[config.mk]
export PLATFORM = sky130hd
export DESIGN_NAME = xy_moving_average_motion_gate_core
export DESIGN_NICKNAME = d
export VERILOG_FILES = /design/src/hdl/xyma_pkg.sv /design/src/hdl/xyma_lane.sv /design/src/hdl/xyma_gate.sv /design/src/hdl/xy_moving_average_motion_gate_core.sv
export SDC_FILE = /design/constraint.sdc
export NUM_CORES = 1
export LEC_CHECK = 0
export CAP_MARGIN = 5
export CELL_PAD_IN_SITES_DETAIL_PLACEMENT = 0
export CELL_PAD_IN_SITES_GLOBAL_PLACEMENT = 2
export CORE_MARGIN = 10
export CORE_UTILIZATION = 44
export CTS_CLUSTER_DIAMETER = 80
export CTS_CLUSTER_SIZE = 30
export DETAILED_ROUTE_END_ITERATION = 10
export DONT_BUFFER_PORTS = 1
export PLACE_DENSITY = 0.95
export SLEW_MARGIN = 20
export SYNTH_ARGS = -nofsm -noshare
export SYNTH_HDL_FRONTEND = slang
export SYNTH_SLANG_ARGS = --single-unit
[constraint.sdc]
create_clock -name clk -period 9 [get_ports clk]
set_input_delay 1.35 -clock clk [delete_from_list [all_inputs] [get_ports clk]]
set_output_delay 1.35 -clock clk [all_outputs]
set_load 0.05 [all_outputs]
[src/hdl/xyma_pkg.sv]
package xyma_pkg;

    // field widths
    localparam int DATA_W  = 10;
    localparam int OUT_W   = 11;
    localparam int CNT_W   = 8;
    localparam int LIMIT_W = 8;

    localparam logic [CNT_W-1:0] CNT_MAX       = {CNT_W{1'b1}};
    localparam logic [OUT_W-1:0] OUT_MINUS_ONE = {OUT_W{1'b1}};

    // configuration register indexes
    localparam int CFG_IDX_W = 2;
    localparam logic [CFG_IDX_W-1:0] CFG_JUMP_LIMIT_X    = 2'd0;
    localparam logic [CFG_IDX_W-1:0] CFG_JUMP_LIMIT_Y    = 2'd1;
    localparam logic [CFG_IDX_W-1:0] CFG_STILL_CNT_LIMIT = 2'd2;

    localparam logic [DATA_W-1:0]  JUMP_LIMIT_RST  = 10'd20;
    localparam logic [LIMIT_W-1:0] STILL_LIMIT_RST = 8'd10;

    // pipeline control shared by the lanes and the gate
    typedef struct packed {
        logic load;     // item taken into stage one, state updates
        logic advance;  // stage one item moves to the output register
    } pipe_ctrl_t;

endpackage

[src/hdl/xyma_lane.sv]
module xyma_lane #(
    parameter int WINDOW = 8
) (
    input  logic                         clk,
    input  logic                         rst_n,
    input  xyma_pkg::pipe_ctrl_t         ctrl,
    input  logic [xyma_pkg::DATA_W-1:0]  sample,
    input  logic [xyma_pkg::DATA_W-1:0]  jump_limit,
    output logic                         jump,
    output logic [xyma_pkg::DATA_W-1:0]  mean
);
    import xyma_pkg::*;

    localparam int LOG_W   = $clog2(WINDOW);
    localparam int SUM_W   = DATA_W + LOG_W;
    localparam int SHIFT   = SUM_W + LOG_W;
    localparam int RECIP_W = SHIFT;
    localparam int PROD_W  = SUM_W + RECIP_W;
    // ceil(2^SHIFT / WINDOW), exact floor for any sum below 2^SUM_W
    localparam logic [RECIP_W-1:0] RECIP =
        RECIP_W'(((longint'(1) << SHIFT) + WINDOW - 1) / WINDOW);

    logic [DATA_W-1:0] win_reg  [WINDOW];
    logic [SUM_W-1:0]  sum_reg;
    logic [SUM_W-1:0]  sum_next;
    logic [DATA_W-1:0] diff;
    logic [PROD_W-1:0] prod;
    logic [DATA_W-1:0] mean_reg;

    // jump test against the newest stored sample
    always_comb
    begin
        if (sample >= win_reg[WINDOW-1])
        begin
            diff = sample - win_reg[WINDOW-1];
        end
        else
        begin
            diff = win_reg[WINDOW-1] - sample;
        end
    end

    assign jump = (diff > jump_limit);

    // running sum: add the new sample, drop the oldest
    assign sum_next = sum_reg + SUM_W'(sample) - SUM_W'(win_reg[0]);

    // window shift line and running sum
    always_ff @(posedge clk or negedge rst_n)
    begin
        if (!rst_n)
        begin
            for (int i = 0; i < WINDOW; i++)
            begin
                win_reg[i] <= '0;
            end
            sum_reg <= '0;
        end
        else if (ctrl.load)
        begin
            for (int i = 0; i < WINDOW - 1; i++)
            begin
                win_reg[i] <= win_reg[i+1];
            end
            win_reg[WINDOW-1] <= sample;
            sum_reg           <= sum_next;
        end
    end

    // mean by reciprocal multiply, registered into the output stage
    assign prod = PROD_W'(sum_reg) * PROD_W'(RECIP);

    always_ff @(posedge clk)
    begin
        if (ctrl.advance)
        begin
            mean_reg <= prod[SHIFT +: DATA_W];
        end
    end

    assign mean = mean_reg;

endmodule

[src/hdl/xyma_gate.sv]
module xyma_gate (
    input  logic                          clk,
    input  logic                          rst_n,
    input  xyma_pkg::pipe_ctrl_t          ctrl,
    input  logic                          jump_x,
    input  logic                          jump_y,
    input  logic [xyma_pkg::LIMIT_W-1:0]  still_limit,
    output logic                          gate
);
    import xyma_pkg::*;

    logic [CNT_W-1:0] cnt_reg;
    logic [CNT_W-1:0] cnt_next;
    logic             s1_gate_next;
    logic             s1_gate_reg;
    logic             out_gate_reg;

    // stillness counter merges the two lane jump flags
    always_comb
    begin
        if (jump_x && jump_y)
        begin
            cnt_next     = '0;
            s1_gate_next = 1'b0;
        end
        else
        begin
            cnt_next     = (cnt_reg == CNT_MAX) ? cnt_reg : cnt_reg + 1'b1;
            s1_gate_next = (cnt_next >= still_limit);
        end
    end

    always_ff @(posedge clk or negedge rst_n)
    begin
        if (!rst_n)
        begin
            cnt_reg <= '0;
        end
        else if (ctrl.load)
        begin
            cnt_reg <= cnt_next;
        end
    end

    // gate flag follows its item down the pipe
    always_ff @(posedge clk)
    begin
        if (ctrl.load)
        begin
            s1_gate_reg <= s1_gate_next;
        end
        if (ctrl.advance)
        begin
            out_gate_reg <= s1_gate_reg;
        end
    end

    assign gate = out_gate_reg;

endmodule

[src/hdl/xy_moving_average_motion_gate_core.sv]
// Moving-average filter for x,y touch samples with a stillness gate. Each item
// carries one sample pair; each axis lane keeps the last WINDOW samples (zero
// after reset) in a shift line with a running sum, and the result item gives
// the floor of each window mean, or -1 on both axes once the count of samples
// without a two-axis jump reaches still_count_limit. One item is taken every
// cycle unless result_stall keeps both stages full; the accepting edge loads
// stage one with window, sum and counter, then the reciprocal multiply fills
// the output register, which offers the result. Configuration writes are
// always ready and must only happen while no item is in flight.
module xy_moving_average_motion_gate_core #(
    parameter int WINDOW = 8
) (
    input  logic                                 clk,
    input  logic                                 rst_n,
    input  logic                                 sample_valid,
    output logic                                 sample_stall,
    input  logic [xyma_pkg::DATA_W-1:0]          x_sample,
    input  logic [xyma_pkg::DATA_W-1:0]          y_sample,
    output logic                                 result_valid,
    input  logic                                 result_stall,
    output logic signed [xyma_pkg::OUT_W-1:0]    x_filtered,
    output logic signed [xyma_pkg::OUT_W-1:0]    y_filtered,
    input  logic                                 cfg_valid,
    output logic                                 cfg_ready,
    input  logic [xyma_pkg::CFG_IDX_W-1:0]       cfg_index,
    input  logic [xyma_pkg::DATA_W-1:0]          cfg_data
);
    import xyma_pkg::*;

    logic [DATA_W-1:0]  jump_limit_x_reg;
    logic [DATA_W-1:0]  jump_limit_y_reg;
    logic [LIMIT_W-1:0] still_limit_reg;

    logic       s1_valid_reg;
    logic       out_valid_reg;
    logic       out_free;
    logic       s1_free;
    pipe_ctrl_t ctrl;

    logic              jump_x;
    logic              jump_y;
    logic [DATA_W-1:0] mean_x;
    logic [DATA_W-1:0] mean_y;
    logic              gate;

    // configuration registers
    assign cfg_ready = 1'b1;

    always_ff @(posedge clk or negedge rst_n)
    begin
        if (!rst_n)
        begin
            jump_limit_x_reg <= JUMP_LIMIT_RST;
            jump_limit_y_reg <= JUMP_LIMIT_RST;
            still_limit_reg  <= STILL_LIMIT_RST;
        end
        else if (cfg_valid && cfg_ready)
        begin
            unique case (cfg_index)
                CFG_JUMP_LIMIT_X:    jump_limit_x_reg <= cfg_data;
                CFG_JUMP_LIMIT_Y:    jump_limit_y_reg <= cfg_data;
                CFG_STILL_CNT_LIMIT: still_limit_reg  <= cfg_data[LIMIT_W-1:0];
                default:             ;
            endcase
        end
    end

    // two-stage pipe flow control
    assign out_free     = !out_valid_reg || !result_stall;
    assign s1_free      = !s1_valid_reg || out_free;
    assign sample_stall = !s1_free;

    always_comb
    begin
        ctrl.load    = sample_valid && s1_free;
        ctrl.advance = s1_valid_reg && out_free;
    end

    always_ff @(posedge clk or negedge rst_n)
    begin
        if (!rst_n)
        begin
            s1_valid_reg  <= 1'b0;
            out_valid_reg <= 1'b0;
        end
        else
        begin
            if (s1_free)
            begin
                s1_valid_reg <= sample_valid;
            end
            if (out_free)
            begin
                out_valid_reg <= s1_valid_reg;
            end
        end
    end

    // axis lanes
    xyma_lane #(
        .WINDOW     (WINDOW)
    ) u_lane_x (
        .clk        (clk),
        .rst_n      (rst_n),
        .ctrl       (ctrl),
        .sample     (x_sample),
        .jump_limit (jump_limit_x_reg),
        .jump       (jump_x),
        .mean       (mean_x)
    );

    xyma_lane #(
        .WINDOW     (WINDOW)
    ) u_lane_y (
        .clk        (clk),
        .rst_n      (rst_n),
        .ctrl       (ctrl),
        .sample     (y_sample),
        .jump_limit (jump_limit_y_reg),
        .jump       (jump_y),
        .mean       (mean_y)
    );

    // merge of lane jump flags into the stillness gate
    xyma_gate u_gate (
        .clk         (clk),
        .rst_n       (rst_n),
        .ctrl        (ctrl),
        .jump_x      (jump_x),
        .jump_y      (jump_y),
        .still_limit (still_limit_reg),
        .gate        (gate)
    );

    // result item
    assign result_valid = out_valid_reg;
    assign x_filtered   = gate ? OUT_MINUS_ONE : {1'b0, mean_x};
    assign y_filtered   = gate ? OUT_MINUS_ONE : {1'b0, mean_y};

    // stall only when both stages hold items
    a_stall_full: assert property (@(posedge clk) disable iff (!rst_n)
        sample_stall |-> (s1_valid_reg && out_valid_reg))
        else $error("input stalled with a free stage");

    // a held stage one item is not lost
    a_s1_hold: assert property (@(posedge clk) disable iff (!rst_n)
        (s1_valid_reg && !out_free) |=> s1_valid_reg)
        else $error("stage one item dropped while output blocked");

    // the gate acts on both axes together
    a_gate_both: assert property (@(posedge clk) disable iff (!rst_n)
        (result_valid && x_filtered == OUT_MINUS_ONE) |-> (y_filtered == OUT_MINUS_ONE))
        else $error("gate applied to one axis only");

endmodule
# Word level (Yosys, flattened, before mapping)
# Index checks and enable logic that the tools add are counted.
[totals] word_cells=64 output_inout_bits=25 register_bits=246
[classes] addsub=9 reduce_logical=13 eq_ne=3 magnitude_cmp=5 muxes=6
[op_table] cell="$sub A10 B10 Y10" count=4
[op_table] cell="$add A13 B10 Y13" count=2
[op_table] cell="$sub A13 B10 Y13" count=2
[op_table] cell="$mux W11" count=2
[op_table] cell="$ge A10 B10 Y1" count=2
[op_table] cell="$gt A10 B10 Y1" count=2
[op_table] cell="$mux W10" count=2
[op_table] cell="$mux W8" count=2
[op_table] cell="$add A8 B1 Y8 const B" count=1
[op_table] cell="$eq A8 B8 Y1 const B" count=1
[op_table] cell="$ge A8 B8 Y1" count=1
[op_table] cell="$reduce_and A2 Y1" count=3
[op_table] cell="$logic_not A1 Y1" count=4
[op_table] cell="$logic_and A1 B1 Y1" count=3
[op_table] cell="$eq A2 B1 Y1 const B" count=1
[op_table] cell="$eq A2 B2 Y1 const B" count=1
[op_table] cell="$logic_not A2 Y1" count=1
[op_table] cell="$logic_or A1 B1 Y1" count=2

# Depth between registers and ports, before layout
[logic_depth] word_depth=5 depth_mapped=21 depth_no_buf=19

# By module
# A second synthesis with hierarchy kept.
[hier_totals] cells_unflattened=1185 hier_area_um2=13556.8
[modules_own_cells] module="xyma_lane (u_lane_x)" seq_area_each_um2=2627.5 instances=1 cells_per_inst=504 area_each_um2=5755.5
[modules_own_cells] module="xyma_lane (u_lane_y)" seq_area_each_um2=2627.5 instances=1 cells_per_inst=493 area_each_um2=5619.1
[modules_own_cells] module="xy_moving_average_motion_gate_core" seq_area_each_um2=758.2 instances=1 cells_per_inst=95 area_each_um2=1322.5
[modules_own_cells] module="xyma_gate" seq_area_each_um2=260.2 instances=1 cells_per_inst=93 area_each_um2=859.6

# Least setup slack after synthesis
# OpenSTA, ideal clock, no wires.
[synth_path] kind="input port to flip-flop" from="input y_sample[0] (netlist bit)" to="register u_gate.cnt_reg[0]" setup_slack_ns=4.079 setup_ns=0.121 required_time_ns=8.879 arrival_time_ns=4.800 path_buffers=1 stages=20 cell_sequence="inv_1 -> ha_1 -> inv_1 -> fa_1 -> a21o_1 -> a221oi_2 -> a21oi_2 -> a211oi_4 -> mux2i_1 -> a2bb2oi_1 -> xnor2_1 -> ha_1 -> and3_1 -> nand4_1 -> nor2_1 -> a31oi_1 -> o211a_1 -> clkbuf_1 -> o21ai_0 -> a22o_1"
[synth_via] elab_chain_cells=5 word_cells_on_any_way=7 cone_classes="add/sub: 2; order compare: 2; mux: 2; reduce/logical: 1"
[synth_lines] element="from (decl)" line_no="xy_moving_average_motion_gate_core.sv:18" source="input logic [xyma_pkg::DATA_W-1:0] y_sample,"
[synth_lines] element="$sub A10 B10 Y10 (tied with other cells)" line_no="xyma_lane.sv:39" source="diff = win_reg[WINDOW-1] - sample;"
[synth_lines] element="$mux W10 (*)" line_no="xyma_lane.sv:33" source="if (sample >= win_reg[WINDOW-1])"
[synth_lines] element="$gt A10 B10 Y1 (*)" line_no="xyma_lane.sv:43" source="assign jump = (diff > jump_limit);"
[synth_lines] element="$logic_and A1 B1 Y1 (*)" line_no="xyma_gate.sv:21" source="if (jump_x && jump_y)"
[synth_lines] element="$mux W8 (*)" line_no="xyma_gate.sv:21"
[synth_lines] element="to (signal assigned)" line_no="xyma_gate.sv:41" source="cnt_reg <= cnt_next;"
[synth_lines] element="to (decl)" line_no="xyma_gate.sv:12" source="logic [CNT_W-1:0] cnt_reg;"
# Mark *: on every way between the ends. The rest lies on a longest branch, timed or not.
# A chain may end at the register's enable or synchronous reset.

# Worst setup path after layout
# Ends and elaborated chain as after synthesis.

==> results.md <==
- Status: complete, no violations
- H-tree Lvls: 1
- Largest net degree at the start of global routing: approximately 230
- Crit. End Element: register
- Iter 0 DRT Violations: roughly 700
- Tot Pwr: 0.00403 W
- Setup TNS: 0 ns
- Clk_skew: 0.0198 ns
- Yosys warning count: 0
- Clock Sinks: 246
- Slew Limit Fails: 0
- Reg clk slew, reported paths: 0.11 ns
- Root buffer cell: clkbuf_16
- Xor/xnor cell area share of the yosys netlist: 2.44%
- Slowest cell on crit path: a211oi_4
- # diodes: 0
- Final setup viols: 0
- Post-CTS setup buffer count: 0
- Synth async-reset ratio: 91.1%
- Synth Flop Type: dfrtp_1
- Setup ws final: 3.94 ns
- Setup crit start: y_sample[0]
- # resized after CTS: 0
- CP Max Fanout: 13
- Multi-input gate area: 0.00623 mm2
- Ports: 62
- Syn Inst Count: 1451
- Hold Startpoint: u_gate.s1_gate_reg
- Clock Latency Late Sink: about 0.50 ns
- # nets final: 1572
- Syn-to-layout area delta: 5.93%
- Startpoint types: primary input
- Longest Clk Path Bufs: 3
- GRT Total Usage: roughly 14%
- Vias in the first global route: 9059
- Grt ovf: 0
- Unrepaired setup endpoints after global routing: false
- Synth cell types: 65
- Ranking of synthesized cells by area: dfrtp_1 (41%), nand2_1 (13%), ha_1 (8.8%)
- Final hold vios: 0
- Simple-gate share of the synthesized area: 18.3%
- Port Buffers: 0
- Arr. time, crit path: about 5.5 ns
- Post-detail-place hpwl: 18.5 mm
- Mapped Area: roughly 0.013 mm2
- Compound-cell area share of the yosys netlist: 11.1%
- Worst path max stage delay: approximately 0.57 ns
- WL final: 27.0 mm
- Fmax: 198 MHz
- Mean Syn Cell Area: ~9.1 um2
- Chip Width: 194 um
- Initial antenna violation count: 0
- Die area: 0.0375 mm2
- Filler Cell Count: 2843
- Hold/Removal Path Class: register to register
- Synthesized flop and latch total: 246
- Post-synthesis sequential area ratio: 47.3%
- Min Tclk post-route: 5.06 ns
- Pwr dens: between 200 and 300 mW/mm2
- Via Count: 9109
- CP Class: primary input to register
- CTS tree: yes
- Dominant cell type by area after synthesis: dfrtp_1
- Sequential Area: approximately 0.0063 mm2
- Post-Place Setup Slack: 3.47 ns
- Max-Cap Viols: 0
- First-pass GRT wire length: 46.6 mm
- Post-Layout Cell Count: about 1800
- Fin crit share: between 50% and 60%
- Post-synth top area share: 41.1%
- CTS Buf Count: 14
- Post-detailed-route wirelength per cell: 14.9 um
- Largest family of logic cells by synthesized area: simple AND/OR/NAND/NOR gates
- Count leader, synth: nand2_1
- Leakage: 7.12 nW
- Starting Density: 44.7%
- Fraction of layout cells with a size suffix above 1: 6.31%
- Dpl cells: roughly 1800
- Final Wtd Congestion: 0.851
- R2r startpoint: u_lane_y.win_reg[0]
- CTS Hold Bufs: 0
- # rows: 63
- Antenna Nets Post-Route: 0
- Number of synthesized flops with an enable pin: 22
- Core area: just under 0.03 mm2
- Die H: 194 um
- Mux contribution to synthesized area: 2.62%
- Mapped Nets: 1605
- TritonRoute pass-1 iters: 6
- Slew HR: approximately 34%
- Peak supply drop: 0.000136 V
- Synth top cells by count: nand2_1 (455), dfrtp_1 (218), inv_1 (147)
- Adder-cell share of the synthesized area: 12.4%
- Critical Path RT: 9.39 ns
- Residual DRC: 0
- DR vias/cell: roughly 5
- Critical path cell sequence: inv_1 -> ha_1 -> inv_1 -> fa_1 -> a21o_1 -> a221oi_2 -> a21oi_2 -> a211oi_4 -> mux2i_1 -> a2bb2oi_1 -> xnor2_1 -> ha_1 -> and3_1 -> nand4_1 -> nor2_1 -> a31oi_1 -> o211a_1 -> o21ai_0 -> a22o_1
- Measured slew at the worst slew-check pin: approximately 0.99 ns
final cells by class:
class / count / share of cell area [%]
clock buffers: 17 / 2.72
clock inverters: 7 / 0.570
inverters: 147 / 3.96
multi-input cells: 1003 / 44.3
flip-flops and latches: 246 / 44.6
well taps: 390 / 3.47
repair buffers: 6 / 0.320
kinds of logic after synthesis:
kind of cell	Yosys count
AO/OA/AOI/OAI	233
XOR/XNOR	37
adder cells (fa/ha/maj)	117
buffers and inverters	202
flip-flops	246
multiplexers	32
other	1
AND/OR/NAND/NOR	583
power by group:
part           internal (W)  leakage [nW]  switching (W)  total [W]
clock network      0.000321         0.225       0.000395   0.000716
registers           0.00141          3.05       0.000164    0.00157
logic              0.000747          3.84        0.00100    0.00175
total               0.00248          7.12        0.00156    0.00403
final timing paths:
path	endpoint	slack, ns	cells after the start
worst min register to register	u_gate.gate	0.45	0
min in group asynchronous	u_lane_y.win_reg[30]	0.56	0
worst max register to register	u_gate.cnt_reg[0]	4.47	18
worst min-delay path	u_gate.gate	0.45	0
worst max-delay path	u_gate.cnt_reg[0]	3.94	19
max in group asynchronous	u_lane_y.win_reg[24]	8.06	0
stage by stage:
stage / cell area, um2 / hold slack, ns / util (%)
4_1_cts: 14100 / 0.446 / 47.3
2_1_floorplan: 13300 / 0.400 / -
3_5_place_dp: 13600 / 0.419 / 45.7
5_1_grt: 14100 / 0.456 / 47.3
3_3_place_gp: 13600 / 0.420 / 45.7
6_report: 14100 / 0.450 / 47.3
layer usage:
layer  vias to the layer above  global-route usage, %  share of wire, %
met2                       104                   22.6                45
met4                         0                   3.40               1.9
met1                      4344                   20.5                49
met5                         -                      0                 0
li1                       4635                      -                 -
met3                        26                   2.33               3.9
cell usage in the layout (no fill, tap or decap), types with 22 or more instances in the layout:
| cell | instances |
|---|---|
| mux2_2 | 22 |
| o21ai_0 | 97 |
| ha_1 | 93 |
| fa_1 | 24 |
| inv_1 | 146 |
| a21oi_1 | 35 |
| nor2_1 | 31 |
| nand2_1 | 454 |
| dfrtp_1 | 218 |
| edfxtp_1 | 22 |
critical path, delay by kind of cell:
family	cells	cell delay [ns]
buf+inv	2	0.08
mux	1	0.33
fa+ha+maj	3	0.83
simple gates	3	0.39
xor+xnor	1	0.14
compound gates	9	2.32
Power figures use the tool's default switching activity.
